## config.mk

```make
export PLATFORM = sky130hd
export DESIGN_NAME = c2dv_ctrl
export DESIGN_NICKNAME = d
export VERILOG_FILES = /design/src/rtl/core/c2dv_pkg.sv /design/src/rtl/core/c2dv_ctrl.sv
export SDC_FILE = /design/constraint.sdc
export NUM_CORES = 1
export LEC_CHECK = 0
export BUFFER_PORTS_ARGS = -buffer_cell sky130_fd_sc_hd__buf_4
export CORE_ASPECT_RATIO = 0.5
export CORE_MARGIN = 8
export CORE_UTILIZATION = 30
export DETAILED_ROUTE_END_ITERATION = 8
export GPL_TIMING_DRIVEN = 0
export MAX_ROUTING_LAYER = met4
export PLACE_DENSITY = 0.47
export SLEW_MARGIN = 20
export SYNTH_ARGS = -nofsm -noshare
export SYNTH_HDL_FRONTEND = slang
export SYNTH_SLANG_ARGS = --single-unit
```

## constraint.sdc

```tcl
create_clock -name clk -period 4.8 [get_ports clk]
set_clock_uncertainty 0.1 [all_clocks]
set_input_delay 0.96 -clock clk [delete_from_list [all_inputs] [get_ports clk]]
set_output_delay 0.96 -clock clk [all_outputs]
set_load 0.1 [all_outputs]
```

## src/rtl/core/c2dv_pkg.sv

```systemverilog
package c2dv_pkg;

  localparam int PIX_W  = 16;
  localparam int PROD_W = 32;
  localparam int SUM_W  = 38;
  localparam int ROW_W  = 17;
  localparam int CFG_AW = 2;
  localparam int CFG_DW = 16;

  localparam logic [CFG_AW-1:0] REG_FILTER_SIZE = 2'd0;
  localparam logic [CFG_AW-1:0] REG_OUT_WIDTH   = 2'd1;
  localparam logic [CFG_AW-1:0] REG_OUT_ROWS    = 2'd2;

  localparam logic ACT_LOAD_COEF = 1'b0;
  localparam logic ACT_PIXEL     = 1'b1;

  typedef struct packed {
    logic                    action;
    logic [5:0]              coef_index;
    logic signed [PIX_W-1:0] value;
  } c2dv_in_t;

  typedef struct packed {
    logic signed [SUM_W-1:0] sum;
    logic [15:0]             out_row;
    logic [7:0]              out_col;
    logic                    frame_last;
  } c2dv_out_t;

  typedef struct packed {
    logic [15:0] out_row;
    logic [7:0]  out_col;
    logic        frame_last;
  } c2dv_meta_t;

  typedef struct packed {
    logic vld;
    logic first;
    logic last;
  } c2dv_tap_t;

  typedef enum logic [1:0] {
    ST_IDLE,
    ST_TAPS,
    ST_FLUSH,
    ST_HOLD
  } c2dv_state_t;

endpackage

```

## src/rtl/core/c2dv_ctrl.sv

```systemverilog
module c2dv_ctrl #(
  parameter int MAX_FILTER = 8,
  parameter int MAX_WIDTH  = 256,
  localparam int LDEPTH = MAX_FILTER * (MAX_WIDTH + MAX_FILTER - 1),
  localparam int LAW    = (LDEPTH > 1) ? $clog2(LDEPTH) : 1,
  localparam int CDEPTH = MAX_FILTER * MAX_FILTER,
  localparam int CAW    = (CDEPTH > 1) ? $clog2(CDEPTH) : 1
) (
  input  logic                              clk,
  input  logic                              rst_n,
  input  logic                              cfg_we,
  input  logic [c2dv_pkg::CFG_AW-1:0]       cfg_addr,
  input  logic [c2dv_pkg::CFG_DW-1:0]       cfg_wdata,
  input  logic                              in_valid,
  output logic                              in_ready,
  input  c2dv_pkg::c2dv_in_t                in_data,
  input  logic                              out_free_i,
  output logic                              line_we_o,
  output logic [LAW-1:0]                    line_waddr_o,
  output logic [LAW-1:0]                    line_raddr_o,
  output logic                              coef_we_o,
  output logic [CAW-1:0]                    coef_waddr_o,
  output logic [CAW-1:0]                    coef_raddr_o,
  output c2dv_pkg::c2dv_tap_t               tap_o,
  input  logic                              mac_done_i,
  output logic                              ld_o,
  output c2dv_pkg::c2dv_meta_t              meta_o
);
  import c2dv_pkg::*;

  localparam int STRIDE = MAX_WIDTH + MAX_FILTER - 1;
  localparam int FW     = $clog2(MAX_FILTER + 1);
  localparam int SW     = (MAX_FILTER > 1) ? $clog2(MAX_FILTER) : 1;
  localparam int CW     = $clog2(MAX_WIDTH + MAX_FILTER);
  localparam int WW     = $clog2(MAX_WIDTH + 1);

  c2dv_state_t state_r, state_nxt;

  logic [3:0]       fs_raw_r;
  logic [8:0]       ow_raw_r;
  logic [15:0]      or_raw_r;

  logic [FW-1:0]    f_eff, f_m1;
  logic [WW-1:0]    w_eff;
  logic [15:0]      r_eff;
  logic [CW-1:0]    in_w_m1;
  logic [ROW_W-1:0] in_h_m1;

  logic [CW-1:0]    in_col_r;
  logic [ROW_W-1:0] in_row_r;
  logic [SW-1:0]    wr_slot_r;
  logic [LAW-1:0]   wr_base_r;

  logic [CW-1:0]    ocol_r;
  logic [LAW-1:0]   base_r;
  logic [SW-1:0]    slot_r, k_r, l_r;
  logic [CAW-1:0]   cidx_r;
  c2dv_meta_t       meta_r;

  logic             in_acc, pix_acc, cfg_hit, win;
  logic             wr_slot_last, slot_last, l_last, k_last;
  logic [CW-1:0]    ocol_nxt;
  logic [ROW_W-1:0] orow_nxt;
  logic [SW-1:0]    start_slot;
  logic [LAW-1:0]   start_base;

  // clamp the raw registers to their legal ranges
  always_comb begin
    if (fs_raw_r == '0) begin
      f_eff = FW'(1);
    end else if (int'(fs_raw_r) > MAX_FILTER) begin
      f_eff = FW'(MAX_FILTER);
    end else begin
      f_eff = FW'(fs_raw_r);
    end
    if (ow_raw_r == '0) begin
      w_eff = WW'(1);
    end else if (int'(ow_raw_r) > MAX_WIDTH) begin
      w_eff = WW'(MAX_WIDTH);
    end else begin
      w_eff = WW'(ow_raw_r);
    end
    r_eff = (or_raw_r == '0) ? 16'd1 : or_raw_r;
  end

  assign f_m1    = f_eff - FW'(1);
  assign in_w_m1 = CW'(w_eff) + CW'(f_m1) - CW'(1);
  assign in_h_m1 = ROW_W'(r_eff) + ROW_W'(f_m1) - ROW_W'(1);

  assign in_acc  = in_valid && in_ready;
  assign pix_acc = in_acc && (in_data.action == ACT_PIXEL);
  assign cfg_hit = cfg_we && (cfg_addr == REG_FILTER_SIZE || cfg_addr == REG_OUT_WIDTH ||
                              cfg_addr == REG_OUT_ROWS);

  assign win      = (in_row_r >= ROW_W'(f_m1)) && (in_col_r >= CW'(f_m1));
  assign ocol_nxt = in_col_r - CW'(f_m1);
  assign orow_nxt = in_row_r - ROW_W'(f_m1);

  // line slots rotate modulo F; the window's top row sits one slot past the write slot
  assign wr_slot_last = (FW'(wr_slot_r) == f_m1);
  assign start_slot   = wr_slot_last ? '0 : wr_slot_r + SW'(1);
  assign start_base   = wr_slot_last ? '0 : wr_base_r + LAW'(STRIDE);

  assign slot_last = (FW'(slot_r) == f_m1);
  assign l_last    = (FW'(l_r) == f_m1);
  assign k_last    = (FW'(k_r) == f_m1);

  // next state
  always_comb begin
    state_nxt = state_r;
    unique case (state_r)
      ST_IDLE:  if (pix_acc && win) state_nxt = ST_TAPS;
      ST_TAPS:  if (l_last && k_last) state_nxt = ST_FLUSH;
      ST_FLUSH: if (mac_done_i) state_nxt = out_free_i ? ST_IDLE : ST_HOLD;
      ST_HOLD:  if (out_free_i) state_nxt = ST_IDLE;
      default:  state_nxt = ST_IDLE;
    endcase
  end

  // state outputs
  always_comb begin
    in_ready  = 1'b0;
    tap_o     = '0;
    ld_o      = 1'b0;
    unique case (state_r)
      ST_IDLE: in_ready = 1'b1;
      ST_TAPS: begin
        tap_o.vld   = 1'b1;
        tap_o.first = (k_r == '0) && (l_r == '0);
        tap_o.last  = l_last && k_last;
      end
      ST_FLUSH: ld_o = mac_done_i && out_free_i;
      ST_HOLD:  ld_o = out_free_i;
      default:  in_ready = 1'b0;
    endcase
  end

  always_ff @(posedge clk) begin
    if (!rst_n) begin
      state_r   <= ST_IDLE;
      fs_raw_r  <= 4'd3;
      ow_raw_r  <= 9'd256;
      or_raw_r  <= 16'd256;
      in_col_r  <= '0;
      in_row_r  <= '0;
      wr_slot_r <= '0;
      wr_base_r <= '0;
    end else begin
      state_r <= state_nxt;
      if (cfg_we) begin
        unique case (cfg_addr)
          REG_FILTER_SIZE: fs_raw_r <= cfg_wdata[3:0];
          REG_OUT_WIDTH:   ow_raw_r <= cfg_wdata[8:0];
          REG_OUT_ROWS:    or_raw_r <= cfg_wdata[15:0];
          default: ;
        endcase
      end
      // any register write restarts the frame
      if (cfg_hit) begin
        in_col_r  <= '0;
        in_row_r  <= '0;
        wr_slot_r <= '0;
        wr_base_r <= '0;
      end else if (pix_acc) begin
        if (in_col_r == in_w_m1) begin
          in_col_r <= '0;
          if (in_row_r == in_h_m1) begin
            in_row_r  <= '0;
            wr_slot_r <= '0;
            wr_base_r <= '0;
          end else begin
            in_row_r  <= in_row_r + ROW_W'(1);
            wr_slot_r <= start_slot;
            wr_base_r <= start_base;
          end
        end else begin
          in_col_r <= in_col_r + CW'(1);
        end
      end
    end
  end

  // tap walk: row by row over the window, coefficient index runs k*F+l
  always_ff @(posedge clk) begin
    if (pix_acc && win) begin
      ocol_r             <= ocol_nxt;
      slot_r             <= start_slot;
      base_r             <= start_base;
      k_r                <= '0;
      l_r                <= '0;
      cidx_r             <= '0;
      meta_r.out_row     <= 16'(orow_nxt);
      meta_r.out_col     <= 8'(ocol_nxt);
      meta_r.frame_last  <= (in_row_r == in_h_m1) && (in_col_r == in_w_m1);
    end else if (state_r == ST_TAPS) begin
      cidx_r <= cidx_r + CAW'(1);
      if (l_last) begin
        l_r <= '0;
        k_r <= k_r + SW'(1);
        if (slot_last) begin
          slot_r <= '0;
          base_r <= '0;
        end else begin
          slot_r <= slot_r + SW'(1);
          base_r <= base_r + LAW'(STRIDE);
        end
      end else begin
        l_r <= l_r + SW'(1);
      end
    end
  end

  assign line_we_o    = pix_acc;
  assign line_waddr_o = wr_base_r + LAW'(in_col_r);
  assign line_raddr_o = base_r + LAW'(ocol_r) + LAW'(l_r);
  assign coef_we_o    = in_acc && (in_data.action == ACT_LOAD_COEF) &&
                        (int'(in_data.coef_index) < CDEPTH);
  assign coef_waddr_o = CAW'(in_data.coef_index);
  assign coef_raddr_o = cidx_r;
  assign meta_o       = meta_r;

endmodule

```

# Word-level counts from Yosys, hierarchy flattened

Index checks and enable logic that the tools add are counted.

Bits in registers: 133
Input port bits: 47
Output and inout bits: 68
Logic and storage cells: 115

Add/sub/neg operators: 19
Order comparisons: 4
Equality and inequality tests: 15
Muxes and demuxes: 29
Bitwise logic cells: 2
Reduce and logical (&&, ||, !) cells: 29

Operator list:

| operator                                           | count |
|---|---|
| 2-to-1 mux 12 bit                                  | 6 |
| 2-to-1 mux 9 bit                                   | 3 |
| adder 12 x 9 -> 12 bit                             | 2 |
| adder 12 x 9 -> 12 bit, second input constant      | 2 |
| 2-to-1 mux 3 bit                                   | 8 |
| adder 16 x 4 -> 17 bit                             | 1 |
| adder 17 x 1 -> 17 bit, second input constant      | 1 |
| == test 17 bit                                     | 1 |
| >= comparator 17 x 4 -> 1 bit                      | 1 |
| 2-to-1 mux 17 bit                                  | 1 |
| subtractor 17 x 1 -> 17 bit, second input constant | 1 |
| == test 3 x 4 -> 1 bit                             | 4 |
| zero test 16 bit                                   | 1 |
| 2-to-1 mux 16 bit                                  | 1 |
| subtractor 16 x 4 -> 16 bit                        | 1 |
| adder 12 x 3 -> 12 bit                             | 1 |
| adder 3 x 1 -> 3 bit, second input constant        | 4 |
| AND reduction 2 bit                                | 6 |
| logical AND 1 bit                                  | 10 |
| 2-to-1 mux 2 bit                                   | 5 |
| adder 9 x 1 -> 9 bit, second input constant        | 1 |
| adder 9 x 4 -> 9 bit                               | 1 |
| == test 9 bit                                      | 1 |
| >= comparator 9 x 4 -> 1 bit                       | 1 |
| 22 further kinds                                   | 34 |

# Longest topological paths before layout

Word-level depth: 9
Depth in mapped cells: 21
Depth with buffers taken out: 18

# Worst setup path before layout

OpenSTA, ideal clock, no wires.

Path type: register -> output
Start: register ocol_r[1]
End: output line_raddr_o[9]
Arrival: 3.960 ns
Required time: 3.740 ns
Setup slack: -0.220 ns
Stages on the path, launching flop included: 14
Path buffers: 0
Path through: edfxtp_1 fa_1 ha_1 inv_1 fa_1 nor2b_1 o21ai_0 a21boi_0 o21ai_0 nand2_1 a21o_1 nand2_1 nor2b_1 xnor2_1

Longest elaborated chain between the ends: 2

Ends and longest elaborated chain:

| item                   | RTL line         | text |
|---|---|---|
| start, declared        | c2dv_ctrl.sv:54  | `logic [CW-1:0] ocol_r;` |
| start signal, assigned | c2dv_ctrl.sv:186 | `ocol_r <= ocol_nxt;` |
| adder 12 x 9 -> 12 bit | c2dv_ctrl.sv:215 | `assign line_raddr_o = base_r + LAW'(ocol_r) + LAW'(l_r);` |
| adder 12 x 3 -> 12 bit | c2dv_ctrl.sv:215 |  |
| end, declared          | c2dv_ctrl.sv:20  | `output logic [LAW-1:0] line_raddr_o,` |

Every way passes these cells.

# Worst setup path after layout

Start: register fs_raw_r[1]
End: register wr_base_r[2]

Longest elaborated chain between the ends: 8
Elaborated cells on any way between the ends: 15
Classes of those cells: 5 x add/sub; 1 x order compare; 3 x eq/ne; 4 x mux; 2 x reduce/logical

Ends and longest elaborated chain:

| item                                                                            | RTL line                           | text |
|---|---|---|
| start, declared                                                                 | c2dv_ctrl.sv:39                    | `logic [3:0] fs_raw_r;` |
| start signal, assigned                                                          | c2dv_ctrl.sv:152                   | `REG_FILTER_SIZE: fs_raw_r <= cfg_wdata[3:0];` |
| > comparator 4 bit                                                              | c2dv_ctrl.sv:71                    | `end else if (int'(fs_raw_r) > MAX_FILTER) begin` |
| 2-to-1 mux 4 bit                                                                | c2dv_ctrl.sv:71                    |  |
| 2-to-1 mux 4 bit (*)                                                            | c2dv_ctrl.sv:69                    | `if (fs_raw_r == '0) begin` |
| subtractor 4 x 1 -> 4 bit (*)                                                   | c2dv_ctrl.sv:86                    | `assign f_m1 = f_eff - FW'(1);` |
| adder 16 x 4 -> 17 bit / adder 9 x 4 -> 9 bit (equally long branches)           | c2dv_ctrl.sv:88, c2dv_ctrl.sv:87   |  |
| subtractor 17 x 1 -> 17 bit / subtractor 9 x 1 -> 9 bit (equally long branches) | c2dv_ctrl.sv:88, c2dv_ctrl.sv:87   |  |
| == test 17 bit / == test 9 bit (equally long branches)                          | c2dv_ctrl.sv:167, c2dv_ctrl.sv:165 |  |
| 2-to-1 mux 12 bit / AND reduction 2 bit (equally long branches)                 | n/a                                |  |
| end signal, assigned                                                            | c2dv_ctrl.sv:174                   | `wr_base_r <= start_base;` |
| end, declared                                                                   | c2dv_ctrl.sv:52                    | `logic [LAW-1:0] wr_base_r;` |

Mark *: on every way between the ends. The rest lies on a longest branch, timed or not.
A chain may end at the register's enable or synchronous reset.

==> results.json <==
{
  "outcome": "finished, final reports clean",
  "finalSetupViolations": 0,
  "die_w_um": 261,
  "slew_viol_final": 0,
  "fill_cells": 2961,
  "synth-edff-count": 41,
  "first_global_vias": 7372,
  "num_vias": 7307,
  "dr.pass1.iters": 4,
  "cp.required_ns": 5.02,
  "tns_ns": 0,
  "worstMarginPinSlew_ns": 0.819,
  "vdd_ir_drop_max_mv": 0.324,
  "synth_cells": 1009,
  "gp_congestion": 0.802,
  "crit_type": "reg2reg",
  "cpMaxStageDelayCell": "or4_4",
  "syn_avg_cell_area_um2": 8.91,
  "worst-path-stages": 20,
  "place_area_mm2": 0.0102,
  "pre_cts_slack_ns": -1.18,
  "grt_use_total": 0.133,
  "viasPerCell": 4.76,
  "num_io_pins": 115,
  "power_density_mw_per_mm2": 346,
  "die_h_um": 138,
  "die_area_mm2": 0.0361,
  "hpwl_um": 18200,
  "hp-class": "reg2reg",
  "min_to": "or_raw_r[13]",
  "cp-start-kind": "flip-flop",
  "placement.io_buffers": 92,
  "worstPathMaxFanout": 10,
  "synthTopCellsByCount": "nand2_1, dfxtp_1, ha_1",
  "yosys.area.top_type": "dfxtp_1",
  "path_buf_inv": 4,
  "crit_chain": "nor2_1 > nor2_2 > nor2_4 > inv_2 > ha_4 > ha_1 > inv_1 > ha_1 > fa_2 > a21oi_2 > o211ai_2 > xnor2_1 > a211oi_1 > a21oi_1 > or4_4 > nor4_4 > buf_6 > nor4_1 > buf_6 > a22o_1",
  "finalWorstSetupSlack_ns": 0.236,
  "r2r.worst_path.cells": 20,
  "cp-end-kind": "flip-flop",
  "antenna_found_initial": 0,
  "path_delay_family": "simple AND/OR/NAND/NOR gates",
  "hold_violations": 0,
  "cts-root-buf": "clkbuf_16",
  "wl_um": 23100,
  "cts_tree": "done",
  "yosys_warnings": 0,
  "worstPathArrival_ns": 4.78,
  "area_growth_pct": 22.5,
  "slew_headroom": 0.453,
  "ys_top_cells_by_area": "dfxtp_1, edfxtp_1, ha_1",
  "num_antenna_cells": 0,
  "initial_core_util": 0.307,
  "synthFlopType": "dfxtp_1",
  "grt_overflow_total": 0,
  "r2r-end": "wr_base_r[2]",
  "wl_per_cell_um": 15.1,
  "clk_latency_ns": 0.43,
  "cap_violations": 0,
  "ys_types": 68,
  "rrSetupSlack_ns": 0.24,
  "synth_top_area_share": 0.187,
  "layout_min_cycle_time_ns": 4.56,
  "drtIter0Drc": 338,
  "nets": 1268,
  "core-area_mm2": 0.0292,
  "holdCritStartpoint": "or_raw_r[13]",
  "slowest_delay_ns": 0.56,
  "drtAntennaViolNets": 0,
  "power_w": 0.00381,
  "fin_util": 0.377,
  "fmax_mhz": 219,
  "drive_gt1_frac": 0.172,
  "clock_sinks": 125,
  "drc": 0,
  "yosysMostFrequentCell": "nand2_1",
  "postLayoutCellArea_mm2": 0.0110,
  "post-route-period-util": 0.951,
  "cts.path.max_buffers": 2,
  "synth-seq-area-share": 0.324,
  "grt_max_degree": 20,
  "p_leak_nw": 4.80,
  "ys_ff_latch": 125,
  "async_reset_ff_frac": 0,
  "cts_buffers": 17,
  "h-tree-depth": 4,
  "grt_pass1_wl_um": 37900,
  "r2r_start": "fs_raw_r[1]",
  "rows": 44,
  "whs_path_depth": 2,
  "syn_area_mm2": 0.00899,
  "path_clk_slew_ns": 0.06
}
## cell usage in the layout, fill, tap and decap left out, drive strengths merged, types with 9 or more instances in the layout
master  instances
a21boi         19
a21o           16
a21oi          37
a22o           13
and3           16
buf           129
clkbuf         48
dfxtp          84
edfxtp         41
fa              9
ha             80
inv            79
mux2i          15
nand2          91
nand2b         16
nand3          25
nand4          20
nor2           66
nor2b          31
nor3           13
nor4           10
o21ai          29
o31ai          27
xnor2          62
xor2           74
## timing repair
item	in CTS	in global routing
gates resized for setup	7	23
hold buffers	0	0
setup endpoints to repair	113	53
gates cloned	0	0
pin swaps	3	3
setup buffers	5	3
## area by class of cell
type	instances	area (um2)	area share
Multi-Input combinational cell	753	5610	0.510
Clock inverter	11	139	0.0126
Sequential cell	125	2910	0.265
Tap cell	391	489	0.0444
Clock buffer	21	472	0.0428
Buffer	55	294	0.0267
Inverter	79	297	0.0269
Timing Repair Buffer	101	797	0.0724
## worst register-to-register path, stage by stage, from the launching register on
cell	delay, ns
dfxtp_1	0.32
nor2_1	0.15
nor2_2	0.07
nor2_4	0.13
inv_2	0.10
ha_4	0.31
ha_1	0.31
inv_1	0.04
ha_1	0.21
fa_2	0.39
a21oi_2	0.19
o211ai_2	0.15
xnor2_1	0.17
a211oi_1	0.24
a21oi_1	0.06
or4_4	0.56
nor4_4	0.29
buf_6	0.17
nor4_1	0.09
buf_6	0.18
a22o_1	0.23
## sequential cells by signal (all words and copies together), names as in the netlist, 3 cells and up
register / flops
base_r: 12
coef_raddr_o: 6
fs_raw_r: 4
in_col_r: 9
in_row_r: 17
k_r: 3
l_r: 3
meta_o: 17
ocol_r: 9
or_raw_r: 16
ow_raw_r: 9
slot_r: 3
wr_base_r: 12
wr_slot_r: 3
## through the flow
step | hold slack, ns | std cells
after floorplan | 0.342 | 1012
after detailed placement | 0.377 | 1496
after global placement | 0.363 | 1495
final | 0.384 | 1536
after global routing | 0.415 | 1536
after CTS | 0.386 | 1533
## how the worst max path moves through the flow
stage	startpoint	slack, ns	to
after global placement	fs_raw_r[1]	-1.96	meta_o[21]
final	fs_raw_r[1]	0.24	wr_base_r[2]
after floorplan	fs_raw_r[1]	0.11	wr_base_r[4]
after detailed placement	fs_raw_r[1]	-1.18	in_row_r[14]
after CTS	ocol_r[1]	0.05	line_raddr_o[11]
after global routing	fs_raw_r[2]	-0.02	wr_base_r[9]
## power by group
group	switching [W]	internal, W
registers	0.0000726	0.00116
clock network	0.000488	0.000857
logic	0.000863	0.000365
total	0.00142	0.00238
## kinds of logic after synthesis
| family | count (synthesis) | share of synthesized area |
|---|---|---|
| DFF | 125 | 0.324 |
| other | 1 | 0.000417 |
| xor gates and xnor gates | 136 | 0.133 |
| AOI/OAI and AO/OA | 183 | 0.141 |
| adders and majority gates | 89 | 0.131 |
| buffers and inverters | 134 | 0.0646 |
| muxes | 18 | 0.0205 |
| and+or+nand+nor | 323 | 0.185 |
## per-layer routing
layer | routed length (um) | share of wire | track usage
met1 | 11000 | 0.47 | 0.162
met2 | 11300 | 0.49 | 0.223
met4 | 263 | 0.011 | 0.0333
met3 | 608 | 0.026 | 0.0276
met5 | 0 | 0 | -
Note: power is estimated with default switching activity, not from simulation.
