`src/rtl/core/c2dv_pkg.sv`:
```
package c2dv_pkg;

  localparam int PIX_W  = 16;
  localparam int PROD_W = 32;
  localparam int SUM_W  = 38;
  localparam int ROW_W  = 17;
  localparam int CFG_AW = 2;
  localparam int CFG_DW = 16;

  localparam logic [CFG_AW-1:0] REG_FILTER_SIZE = 2'd0;
  localparam logic [CFG_AW-1:0] REG_OUT_WIDTH   = 2'd1;
  localparam logic [CFG_AW-1:0] REG_OUT_ROWS    = 2'd2;

  localparam logic ACT_LOAD_COEF = 1'b0;
  localparam logic ACT_PIXEL     = 1'b1;

  typedef struct packed {
    logic                    action;
    logic [5:0]              coef_index;
    logic signed [PIX_W-1:0] value;
  } c2dv_in_t;

  typedef struct packed {
    logic signed [SUM_W-1:0] sum;
    logic [15:0]             out_row;
    logic [7:0]              out_col;
    logic                    frame_last;
  } c2dv_out_t;

  typedef struct packed {
    logic [15:0] out_row;
    logic [7:0]  out_col;
    logic        frame_last;
  } c2dv_meta_t;

  typedef struct packed {
    logic vld;
    logic first;
    logic last;
  } c2dv_tap_t;

  typedef enum logic [1:0] {
    ST_IDLE,
    ST_TAPS,
    ST_FLUSH,
    ST_HOLD
  } c2dv_state_t;

endpackage

```
`src/rtl/core/c2dv_coef_mem.sv`:
```
module c2dv_coef_mem #(
  parameter int DEPTH = 64,
  localparam int AW = (DEPTH > 1) ? $clog2(DEPTH) : 1
) (
  input  logic                             clk,
  input  logic                             rst_n,
  input  logic                             we,
  input  logic [AW-1:0]                    waddr,
  input  logic signed [c2dv_pkg::PIX_W-1:0] wdata,
  input  logic [AW-1:0]                    raddr,
  output logic signed [c2dv_pkg::PIX_W-1:0] rdata
);
  import c2dv_pkg::*;

  logic signed [PIX_W-1:0] mem [DEPTH];
  logic [DEPTH-1:0]        vld_r;
  logic signed [PIX_W-1:0] rdata_r;
  logic                    rd_vld_r;

  always_ff @(posedge clk) begin
    if (we) begin
      mem[waddr] <= wdata;
    end
    rdata_r <= mem[raddr];
  end

  // entries never written since reset read as zero
  always_ff @(posedge clk) begin
    if (!rst_n) begin
      vld_r    <= '0;
      rd_vld_r <= 1'b0;
    end else begin
      if (we) begin
        vld_r[waddr] <= 1'b1;
      end
      rd_vld_r <= vld_r[raddr];
    end
  end

  assign rdata = rd_vld_r ? rdata_r : '0;

endmodule

```
`config.mk`:
```
export PLATFORM = sky130hd
export DESIGN_NAME = c2dv_coef_mem
export DESIGN_NICKNAME = d
export VERILOG_FILES = /design/src/rtl/core/c2dv_pkg.sv /design/src/rtl/core/c2dv_coef_mem.sv
export SDC_FILE = /design/constraint.sdc
export NUM_CORES = 1
export LEC_CHECK = 0
export CAP_MARGIN = 10
export CORE_MARGIN = 1
export CORE_UTILIZATION = 36
export DETAILED_ROUTE_END_ITERATION = 10
export DONT_BUFFER_PORTS = 1
export GPL_TIMING_DRIVEN = 0
export PLACE_DENSITY = 0.48
export SYNTH_ARGS = -nofsm -noshare
export SYNTH_HDL_FRONTEND = slang
export SYNTH_SLANG_ARGS = --single-unit
```
`constraint.sdc`:
```
create_clock -name clk -period 5.8 [get_ports clk]
set_input_delay 1.16 -clock clk [delete_from_list [all_inputs] [get_ports clk]]
set_output_delay 1.16 -clock clk [all_outputs]
set_load 0.005 [all_outputs]
```
# After elaboration in Yosys (flattened, before gate mapping)
# Memories as Yosys holds them, arrays and structs flattened. A register that Yosys moved wholly into a read port is not among the register bits.
# Cells that the tools add are included.
[word_totals] output_inout_bits=16 n_memories=1 ram_bits=1024 wordCells=15 regBits=65 in_bits=31
[mem_list] name="mem" words=64 width=16 read_ports=1 rd_ports_with_merged_regs=1 wr=1 line="c2dv_coef_mem.sv:15" rtl="logic signed [PIX_W-1:0] mem [DEPTH];"
[classes] n_bitwise=1 reduce_logical=1 n_lt_le_gt_ge=3 muxes=7
[op_table] cell="$or 64x64->64" n=1
[op_table] cell="$mux 16" n=1
[op_table] cell="$lt 6x7->1 const B" n=2
[op_table] cell="$bmux 1 s6" n=1
[op_table] cell="$demux 1 s6" n=1
[op_table] cell="$ge 6x1->1 const B" n=1
[op_table] cell="$mux 1" n=4
[op_table] cell="$logic_and 1x1->1" n=1

# Longest topological paths before layout
# Gate-level depths: netlist of run 1.
[logic_depth] depth_word=5 ltp_mapped=10 depth_no_buf=5

# Worst setup path after synthesis of run 1
# OpenSTA, ideal clock, no wires.
[synth_path] path_kind="input to register" start="input port we" end="memory mem[40][0], enable pin" slack_ns=2.568 setup_time_ns=0.412 arrival_time_ns=2.821 cell_stages=3 n_path_buf=0 required_time_ns=5.388 cell_sequence="nor2b_1 -> nand3_1 -> nor3_1"
[synth_via] elab_chain_cells=2
[synth_rtl] item="from (decl)" line="c2dv_coef_mem.sv:7" rtl="input logic we,"
[synth_rtl] item="$mux 1" line="c2dv_coef_mem.sv:21" rtl="if (we) begin"
[synth_rtl] item="$mux 1 (not written as such)" line="c2dv_coef_mem.sv:22" rtl="mem[waddr] <= wdata;"
[synth_rtl] item="to (decl)" line="c2dv_coef_mem.sv:15"
# Every way passes these cells.

==> flow_summary.ini, run 1 <==
[power]
p_comb_share_pct = 4.4
p_switching_uw = 3620
p_seq_share_pct = 51.1
clkPwrFrac_pct = 44.5
switching_share_pct = 21.1
internal_power_uw = 13600
ir_drop_v = 0.000233
p_leak_uw = 0.0154
power.total_uw = 17200
power_density_nw_per_um2 = 349

[global_routing]
antenna_found_initial = 6
grt_pass1_vias = 21126
grt_pass1_wl_um = 167000
grt_overflow = 0
grt_max_degree = 65
grt_use_total_pct = 20.6

[clock_tree]
post_cts_buffers = 0
cts_num_sinks = 1105
htreeDepth = 3
ctsResizeCount = 0
cts_made_buffers = 113
clk_pin_slew_ns = 0.06
postCtsHoldBufs = 0
cts_tree = done
cts_root_buffer = clkbuf_16
worstSkewPairLatency_ns = 0.70
cts_buffer_depth = 3

[placed_design]
place.port_buffers = 0
dp_hpwl_um = 80300
gp_routability_congestion = 0.877

[timing]
setup-tns-final_ns = 0
fin_crit_ns = 4.38
fin_skew_ns = 0.0180
drv_slew = 0
relSlewSlack_pct = 2.53
hold_viol_final = 0
tightest_slew_ns = 1.45
fmax_ghz = 0.228
setup_viol = 0
rsz0062_at_grt = false
fin_crit_sh_pct = 75.5

[layout]
area_growth_pct = 17.2
nets = 2146
multi_input_area_um2 = 9210
seq_area_um2 = 32400
drive_gt1_share_pct = 29.3
fillers = 9876

[yosys]
yosysTopAreaCellShare_pct = 73.2
synth_top_area_cell = edfxtp_1
syn_inst = 1930
synth_area_leaders = edfxtp_1, mux4_2, dfxtp_1
synthDistinctLibCells = 38
syn_area_um2 = 42000
synth_fp_nets = 1961
async_flop_share_pct = 0
synth_edf_count = 1024
avgSynthCellArea_um2 = 21.8
synth-seq-cells = 1105
seq_area_frac_synth_pct = 77.1
yosys_warnings = 0
synth_top_flop_cell = edfxtp_1

[route]
route.detailed.drc = 0
via_count = 20552
wire_per_inst_um = 32.0
first_pass_iters = 5
wl_um = 120000
first_iter_violations = 2267
via_per_inst = 5.51
ant_nets = 0

[floorplan]
core_area_um2 = 115000
fp-row-count = 124
die_w_um = 344
fp.dieH_um = 344
start_util_pct = 36.5
io_pins = 47
die-area_um2 = 118000

[worst_setup_path]
ff2ff_path_depth = 5
timing_worst_setup_path_type = input pin to flop
cp.arrival_ns = 4.99
required_ns = 6.41
startpoint_type = input pin
cp_max_fo = 10
critPathCaptureType = flop

[hold_path]
hold_path_class = flop to flop
min_path_cells = 1

[run]
max_cap_viol_count = 0

[status]
status = finished, final reports clean
[layout by cell type (no fill, tap or decap), types with 8 or more instances in the layout]
cell	n
buf_16	17
o31ai_1	8
mux4_2	278
nand2_1	42
nor2_2	60
nand2b_1	8
clkbuf_1	72
a221o_1	12
buf_1	8
buf_2	18
o21a_1	64
bufinv_16	16
nor3_1	8
buf_4	20
nor2b_1	16
edfxtp_1	1024
buf_8	46
o221ai_1	8
nor2_1	20
clkinv_1	18
clkinv_2	26
a22oi_1	44
mux2i_1	27
buf_6	13
and2_1	20
o22ai_1	29
clkbuf_16	120
nand3_1	13
a211oi_1	15
dfxtp_1	81
[flip-flops by register name, summed over array words and instances, names as in the netlist]
| register | cells |
|---|---|
| rdata_r | 16 |
| mem | 1024 |
| rd_vld_r | 1 |
| vld_r | 64 |
[path summary, 6_finish.rpt]
kind	slack [ns]	to	start
min reg2reg	0.46	vld_r[59]$_SDFFE_PN0P_	vld_r[59]$_SDFFE_PN0P_
min	0.46	vld_r[59]$_SDFFE_PN0P_	vld_r[59]$_SDFFE_PN0P_
max	1.42	rdata_r[13]$_DFF_P_	raddr[1]
max reg2reg	3.39	rdata_r[4]$_DFF_P_	mem[52][4]$_DFFE_PP_
[power groups by stage]
stage               Sequential, uW  Clock, uW  Combinational (uW)
floorplan                     8950          0                 444
finish                        8780       7640                 754
global placement              8950          0                 734
CTS                           8780       7760                 756
detailed placement            8950          0                 755
global route                  8780       8030                 785
[metrics by stage]
stage	instance area [um2]	worst slack (ns)	util [%]	instances	hold slack (ns)
after floorplan	42000	2.57	-	1930	0.435
after global placement	43900	0.675	38.2	3442	0.441
after detailed placement	45300	0.754	39.4	3511	0.451
after CTS	49200	1.50	42.8	3726	0.465
after global routing	49200	1.49	42.8	3727	0.477
final	49200	1.42	42.8	3731	0.463
[final cells by class]
class,instances,share of cell area [%]
antenna,4,0.0203
buffer,113,1.22
clock buffer,134,6.22
clock inverter,81,1.76
multi-input combinational,712,18.7
sequential,1105,65.7
tap,1512,3.84
timing repair buffer,70,2.48
[layer usage]
layer	GRT usage [%]	part of all wire [%]	routed length, um	vias to the layer above
li1	-	-	-	8528
met1	27.6	41	49400	11102
met5	0	0	0	-
met3	4.13	7.0	8320	173
met4	5.65	2.8	3360	0
met2	34.1	49	58500	749
[worst max-delay path, cell delays in order]
cell	delay (ns)
clkbuf_1	0.49
buf_2	0.49
buf_1	0.96
mux4_2	0.47
nor2_1	0.06
a211oi_1	1.02
a221o_1	0.32
[Yosys cell counts (2+ instances only)]
master and count:
o22ai_1 29, o31ai_1 8, buf_2 18, o221ai_1 8, buf_1 8, mux2i_1 27, or3_1 3, o21a_1 64
nor4_1 2, mux4_2 278, a211oi_1 16, buf_6 8, mux2_2 3, nand3b_1 5, and2_1 20, a221o_1 12
nand3_1 13, or3b_2 4, nand2b_1 8, nor3_1 12, nand2_1 42, o22a_1 4, o21ai_0 4, edfxtp_1 1024
a2111o_1 4, clkbuf_1 59, buf_4 18, a22oi_1 44, a2111oi_0 2, dfxtp_1 81, nor2_1 80, nor2b_1 16
[kinds of logic (layout without fill, tap and decap cells)]
family          after synthesis  count (layout)  share of synthesized area [%]
other cells                   0               4                              0
simple gates                207             207                           2.33
mux                         308             308                           15.6
flops                      1105            1105                           77.1
compound gates              197             197                           3.56
buf+inv                     113             398                           1.43
No activity file was read; power rests on OpenSTA's default activity.
==> inputs of run 2 (changes only) <==
--- a/config.mk
+++ b/config.mk
@@ -11,7 +11,7 @@
 export DETAILED_ROUTE_END_ITERATION = 10
 export DONT_BUFFER_PORTS = 1
 export GPL_TIMING_DRIVEN = 0
-export PLACE_DENSITY = 0.48
+export PLACE_DENSITY = 0.5
 export SYNTH_ARGS = -nofsm -noshare
 export SYNTH_HDL_FRONTEND = slang
 export SYNTH_SLANG_ARGS = --single-unit
==> constraint.sdc (replaced) <==
create_clock -name clk -period 3.8 [get_ports clk]
set_input_delay 0.76 -clock clk [delete_from_list [all_inputs] [get_ports clk]]
set_output_delay 0.76 -clock clk [all_outputs]
set_load 0.005 [all_outputs]
==> run 2 against run 1 <==
Compared with the run above:
- the run now ends with setup timing left
- register-to-register slack worse by 2.0 ns
- largest cell class unchanged
- clock skew up 0.0089 ns
- sequential share of layout area rose by 0.49 points
- final cell count shrank 0.38%
- total power up 47%
- core utilization down 0.32 points
- sequential power is 53% higher
- largest power group unchanged
- highest routed layer is now met5
==> flow_summary.ini, run 2 (synthesized netlist as in run 1, its figures left out) <==
[worst_setup_path]
r2r_slack_ns = 1.38
ff2ff_path_depth = 5
cp_max_fo = 10
timing_worst_setup_path_type = input pin to flop
worst_r2r_endpoint = rdata_r[6]$_DFF_P_
cp.arrival_ns = 4.34
required_ns = 4.32
crit_path_start = raddr[1]
startpoint_type = input pin
critPathCaptureType = flop
r2r_start = mem[48][6]$_DFFE_PP_

[global_routing]
grt_pass1_wl_um = 165000
grt_use_total_pct = 20.1
antenna_found_initial = 14
grt_max_degree = 65
grt_overflow = 0
grt_pass1_vias = 21318

[floorplan]
start_util_pct = 36.5
fp.dieH_um = 344
io_pins = 47
fp-row-count = 124
die-area_um2 = 118000
die_w_um = 344
core_area_um2 = 115000

[layout]
drive_gt1_share_pct = 28.1
area_growth_pct = 16.4
nets = 2143
top_register = mem
reg_top3 = mem x1024, vld_r x64, rdata_r x16
largest_reg_flops = 1024
layout_common_cells = edfxtp_1, mux4_2, clkbuf_16
mostFrequentLayoutCell = edfxtp_1
final_cell_area_um2 = 48900

[status]
status = finished with violations
violations = setup timing

[clock_tree]
cts_root_buffer = clkbuf_16
worstSkewPairLatency_ns = 0.69
cts_tree = done
post_cts_buffers = 0
cts_made_buffers = 113
clk_pin_slew_ns = 0.06
cts_buffer_depth = 3
cts_num_sinks = 1105
htreeDepth = 3

[hold_path]
whs_endpoint = mem[38][15]$_DFFE_PP_
hp-start = wdata[15]
hold_path_class = input pin to flop
min_path_cells = 0

[placed_design]
gp_routability_congestion = 0.901
dpl_cell_area_um2 = 45300
place.port_buffers = 0
dp_hpwl_um = 78700

[timing]
fin_skew_ns = 0.0269
fmax_ghz = 0.262
fin_crit_ns = 3.82
rsz0062_at_grt = false
relSlewSlack_pct = 3.64
drv_slew = 0
setup-tns-final_ns = -0.0384
tightest_slew_ns = 1.44
fin_crit_sh_pct = 101
worst_slack_ns = -0.0239
setup_viol = 3
hold_viol_final = 0

[route]
wl_um = 117000
wire_per_inst_um = 31.6
first_pass_iters = 5
via_count = 20487
first_iter_violations = 2177
via_per_inst = 5.51
ant_nets = 0
route.detailed.drc = 0

[run]
max_cap_viol_count = 0

[power]
p_leak_uw = 0.0152
ir_drop_v = 0.000373
power_density_nw_per_um2 = 517
[run 2: cell types whose count changed in the layout (fill, tap and decap cells not counted), sizes merged]
cell and change:
buf -4, bufinv -7, clkbuf +17, clkdlybuf4s15 +1
clkinv -12, clkinvlp -4, diode -2, inv -3
[run 2: metrics by stage]
step	hold slack (ns)	total power [uW]	cells	setup WS (ns)	util [%]
2_1_floorplan	0.435	14300	1930	0.968	-
3_3_place_gp	0.442	14800	3442	-0.778	38.2
3_5_place_dp	0.453	14800	3508	-0.735	39.4
4_1_cts	0.129	25500	3714	0.0685	42.5
5_1_grt	0.134	26000	3715	0.0320	42.5
6_report	0.173	25300	3717	-0.0239	42.5
[run 2: critical path: stages]
cell      delay (ns)
clkbuf_1        0.44
buf_2           0.38
clkbuf_1        0.78
buf_2           0.48
mux4_2          0.37
mux2i_1         0.60
nand2_1         0.11
nand3_1         0.17
nand2_1         0.20
[run 2: worst max-delay path by stage]
stage                                       end  slack (ns)  depth (start not counted)
after floorplan            mem[40][0]$_DFFE_PP_        0.97                          3
after global placement    mem[48][12]$_DFFE_PP_       -0.78                          3
after detailed placement    rdata_r[11]$_DFF_P_       -0.73                          6
after CTS                   rdata_r[11]$_DFF_P_        0.07                          6
after global routing        rdata_r[13]$_DFF_P_        0.03                          7
final                       rdata_r[14]$_DFF_P_       -0.02                          9
[run 2: timing repair]
action	in CTS	in global routing
gates resized for setup	1	0
setup endpoints to repair	1	0
hold buffers	0	0
[run 2: final cells by class]
cell class              instances  area (um2)
fillers                      9886       66100
flip-flops and latches       1105       32400
multi-input cells             712        9220
clock buffers                 151        3040
well taps                    1512        1890
repair buffers                 67        1240
plain buffers                 113         608
clock inverters                55         500
diodes                          2        5.00
[run 2: power by group]
part / total (uW) / internal (uW) / switching [uW]
clock: 10700 / 6200 / 4540
combinational: 1140 / 438 / 704
sequential: 13400 / 13400 / 25.2
[run 2: layer usage]
layer  up-vias  GRT usage [%]  part of all wire (%)
met5         -              0                 0.059
met4        10           6.21                   3.1
met3       185           4.60                   6.9
met2       752           32.8                    48
met1     11024           26.8                    41
li1       8516              -                     -
==> inputs of run 3 (changes only) <==
--- a/config.mk
+++ b/config.mk
@@ -5,11 +5,12 @@
 export SDC_FILE = /design/constraint.sdc
 export NUM_CORES = 1
 export LEC_CHECK = 0
+export BUFFER_PORTS_ARGS = -buffer_cell sky130_fd_sc_hd__buf_4
 export CAP_MARGIN = 10
+export CORE_ASPECT_RATIO = 2
 export CORE_MARGIN = 1
 export CORE_UTILIZATION = 36
 export DETAILED_ROUTE_END_ITERATION = 10
-export DONT_BUFFER_PORTS = 1
 export GPL_TIMING_DRIVEN = 0
 export PLACE_DENSITY = 0.5
 export SYNTH_ARGS = -nofsm -noshare
==> run 3 against run 2 <==
Compared with the run above:
- the run still ends with setup timing left
- register-to-register slack lost 0.14 ns
- largest power group unchanged
- wire length up 9.0%
- core utilization fell by 0.26 points
- clock power fell by 7%
- clock skew up 0.0013 ns
- total power fell by 2.0%
==> flow_summary.ini, run 3 (synthesized netlist as in run 1, its figures left out) <==
[timing]
hold_ws_ns = 0.462
fin_skew_ns = 0.0282
fin_crit_sh_pct = 102
worst_slack_ns = -0.0812
tightest_slew_ns = 1.14
fmax_ghz = 0.258
drv_slew = 0
relSlewSlack_pct = 21.5
fin_crit_ns = 3.88
setup_viol = 1
hold_viol_final = 0
rsz0062_at_grt = false

[floorplan]
die-area_um2 = 118000
die_w_um = 244
io_pins = 47
core_area_um2 = 115000
start_util_pct = 36.4
fp.dieH_um = 485
fp-row-count = 176

[worst_setup_path]
timing_worst_setup_path_type = input pin to flop
startpoint_type = input pin
required_ns = 4.37
ff2ff_path_depth = 4
cp_max_fo = 19
r2r_slack_ns = 1.24
cp.arrival_ns = 4.45
critPathCaptureType = flop

[route]
first_pass_iters = 6
met3_wirelength_um = 5200
drt-met1-wl_um = 42300
via_per_inst = 5.56
dr_wl_met2_um = 70000
wl_um = 128000
first_iter_violations = 1847
highest_layer = met5
wire_per_inst_um = 34.3
via_count = 20758
ant_nets = 0
route.detailed.drc = 0

[placed_design]
gp_routability_congestion = 0.903
dp.cells = 3551
dp_hpwl_um = 88700
dpl_cell_area_um2 = 45600
place.port_buffers = 40

[clock_tree]
cts_tree = done
cts_buffer_depth = 3
clk_pin_slew_ns = 0.07
post_cts_buffers = 0
cts_num_sinks = 1105
htreeDepth = 3
cts_root_buffer = clkbuf_16
cts_made_buffers = 96
worstSkewPairLatency_ns = 0.72

[layout]
instances_no_fill = 3735
final_cell_area_um2 = 48800
mostFrequentLayoutCell = edfxtp_1
reg_top3 = mem x1024, vld_r x64, rdata_r x16
nets = 2167
drive_gt1_share_pct = 29.4
finalCoreUtilization_pct = 42.3
area_growth_pct = 16.1
layout_common_cells = edfxtp_1, mux4_2, clkbuf_16
largest_reg_flops = 1024
top_register = mem

[global_routing]
grt_use_total_pct = 22.0
grt_pass1_wl_um = 176000
antenna_found_initial = 7
grt_pass1_vias = 22160
grt_overflow = 0
grt_max_degree = 65

[hold_path]
min_path_cells = 1
hold_path_class = flop to flop

[power]
p_leak_uw = 0.0152
ir_drop_v = 0.000351
power_density_nw_per_um2 = 508

[run]
max_cap_viol_count = 0

[status]
violations = setup timing
status = finished with violations
-- run 3: cell types whose count changed in the layout (fill, tap and decap cells not counted), sizes merged --
| cell | previous run | this run |
|---|---|---|
| clkinv | 39 | 37 |
| bufinv | 9 | 6 |
| buf | 119 | 163 |
| inv | 5 | 3 |
| diode | 2 | 3 |
| clkbuf | 211 | 186 |
| clkdlybuf4s15 | 1 | 0 |
| clkinvlp | 2 | 7 |
-- run 3: repair_timing --
item                       in CTS  in global routing
hold buffers                    0                  0
setup endpoints to repair       3                  0
resized for setup               1                  0
-- run 3: final timing paths --
check,startpoint,endpoint
worst min-delay path,vld_r[55]$_SDFFE_PN0P_,vld_r[55]$_SDFFE_PN0P_
worst min register to register,vld_r[55]$_SDFFE_PN0P_,vld_r[55]$_SDFFE_PN0P_
worst max register to register,mem[63][0]$_DFFE_PP_,rdata_r[0]$_DFF_P_
worst max-delay path,raddr[1],rdata_r[7]$_DFF_P_
-- run 3: report_power, final --
group	internal, uW	leakage, uW	switching, uW
clock	5330	0.00153	4620
combinational	464	0.00381	954
sequential	13400	0.00987	25.6
-- run 3: worst max-delay path, cell delays in order --
cell and delay [ns]:
clkbuf_1 0.35, buf_2 0.39, buf_2 0.75, nand3b_1 0.52, o22ai_1 0.31, a211oi_1 0.83
nand3_1 0.30, o31ai_1 0.22
-- run 3: routing by layer --
layer | global-route usage (%) | vias up
met5 | 0 | -
met2 | 40.4 | 703
met3 | 3.24 | 293
met4 | 15.9 | 4
met1 | 22.4 | 11228
li1 | - | 8530
-- run 3: final cells by class --
type                       instances  area [um2]
antenna                            3        7.51
buffer                           112         599
clock buffer                     128        2620
clock inverter                    53         537
fill                           10111       66600
multi-input combinational        712        9210
sequential                      1105       32400
tap                             1513        1890
timing repair buffer             109        1520
-- run 3: metrics by stage --
stage	setup WS, ns	total power [uW]	setup TNS [ns]
final	-0.0812	24800	-0.0812
after floorplan	0.968	14300	0
after detailed placement	-0.934	15100	-8.18
after CTS	0.190	25000	0
after global routing	0.0192	25400	0
after global placement	-1.01	15000	-158.54
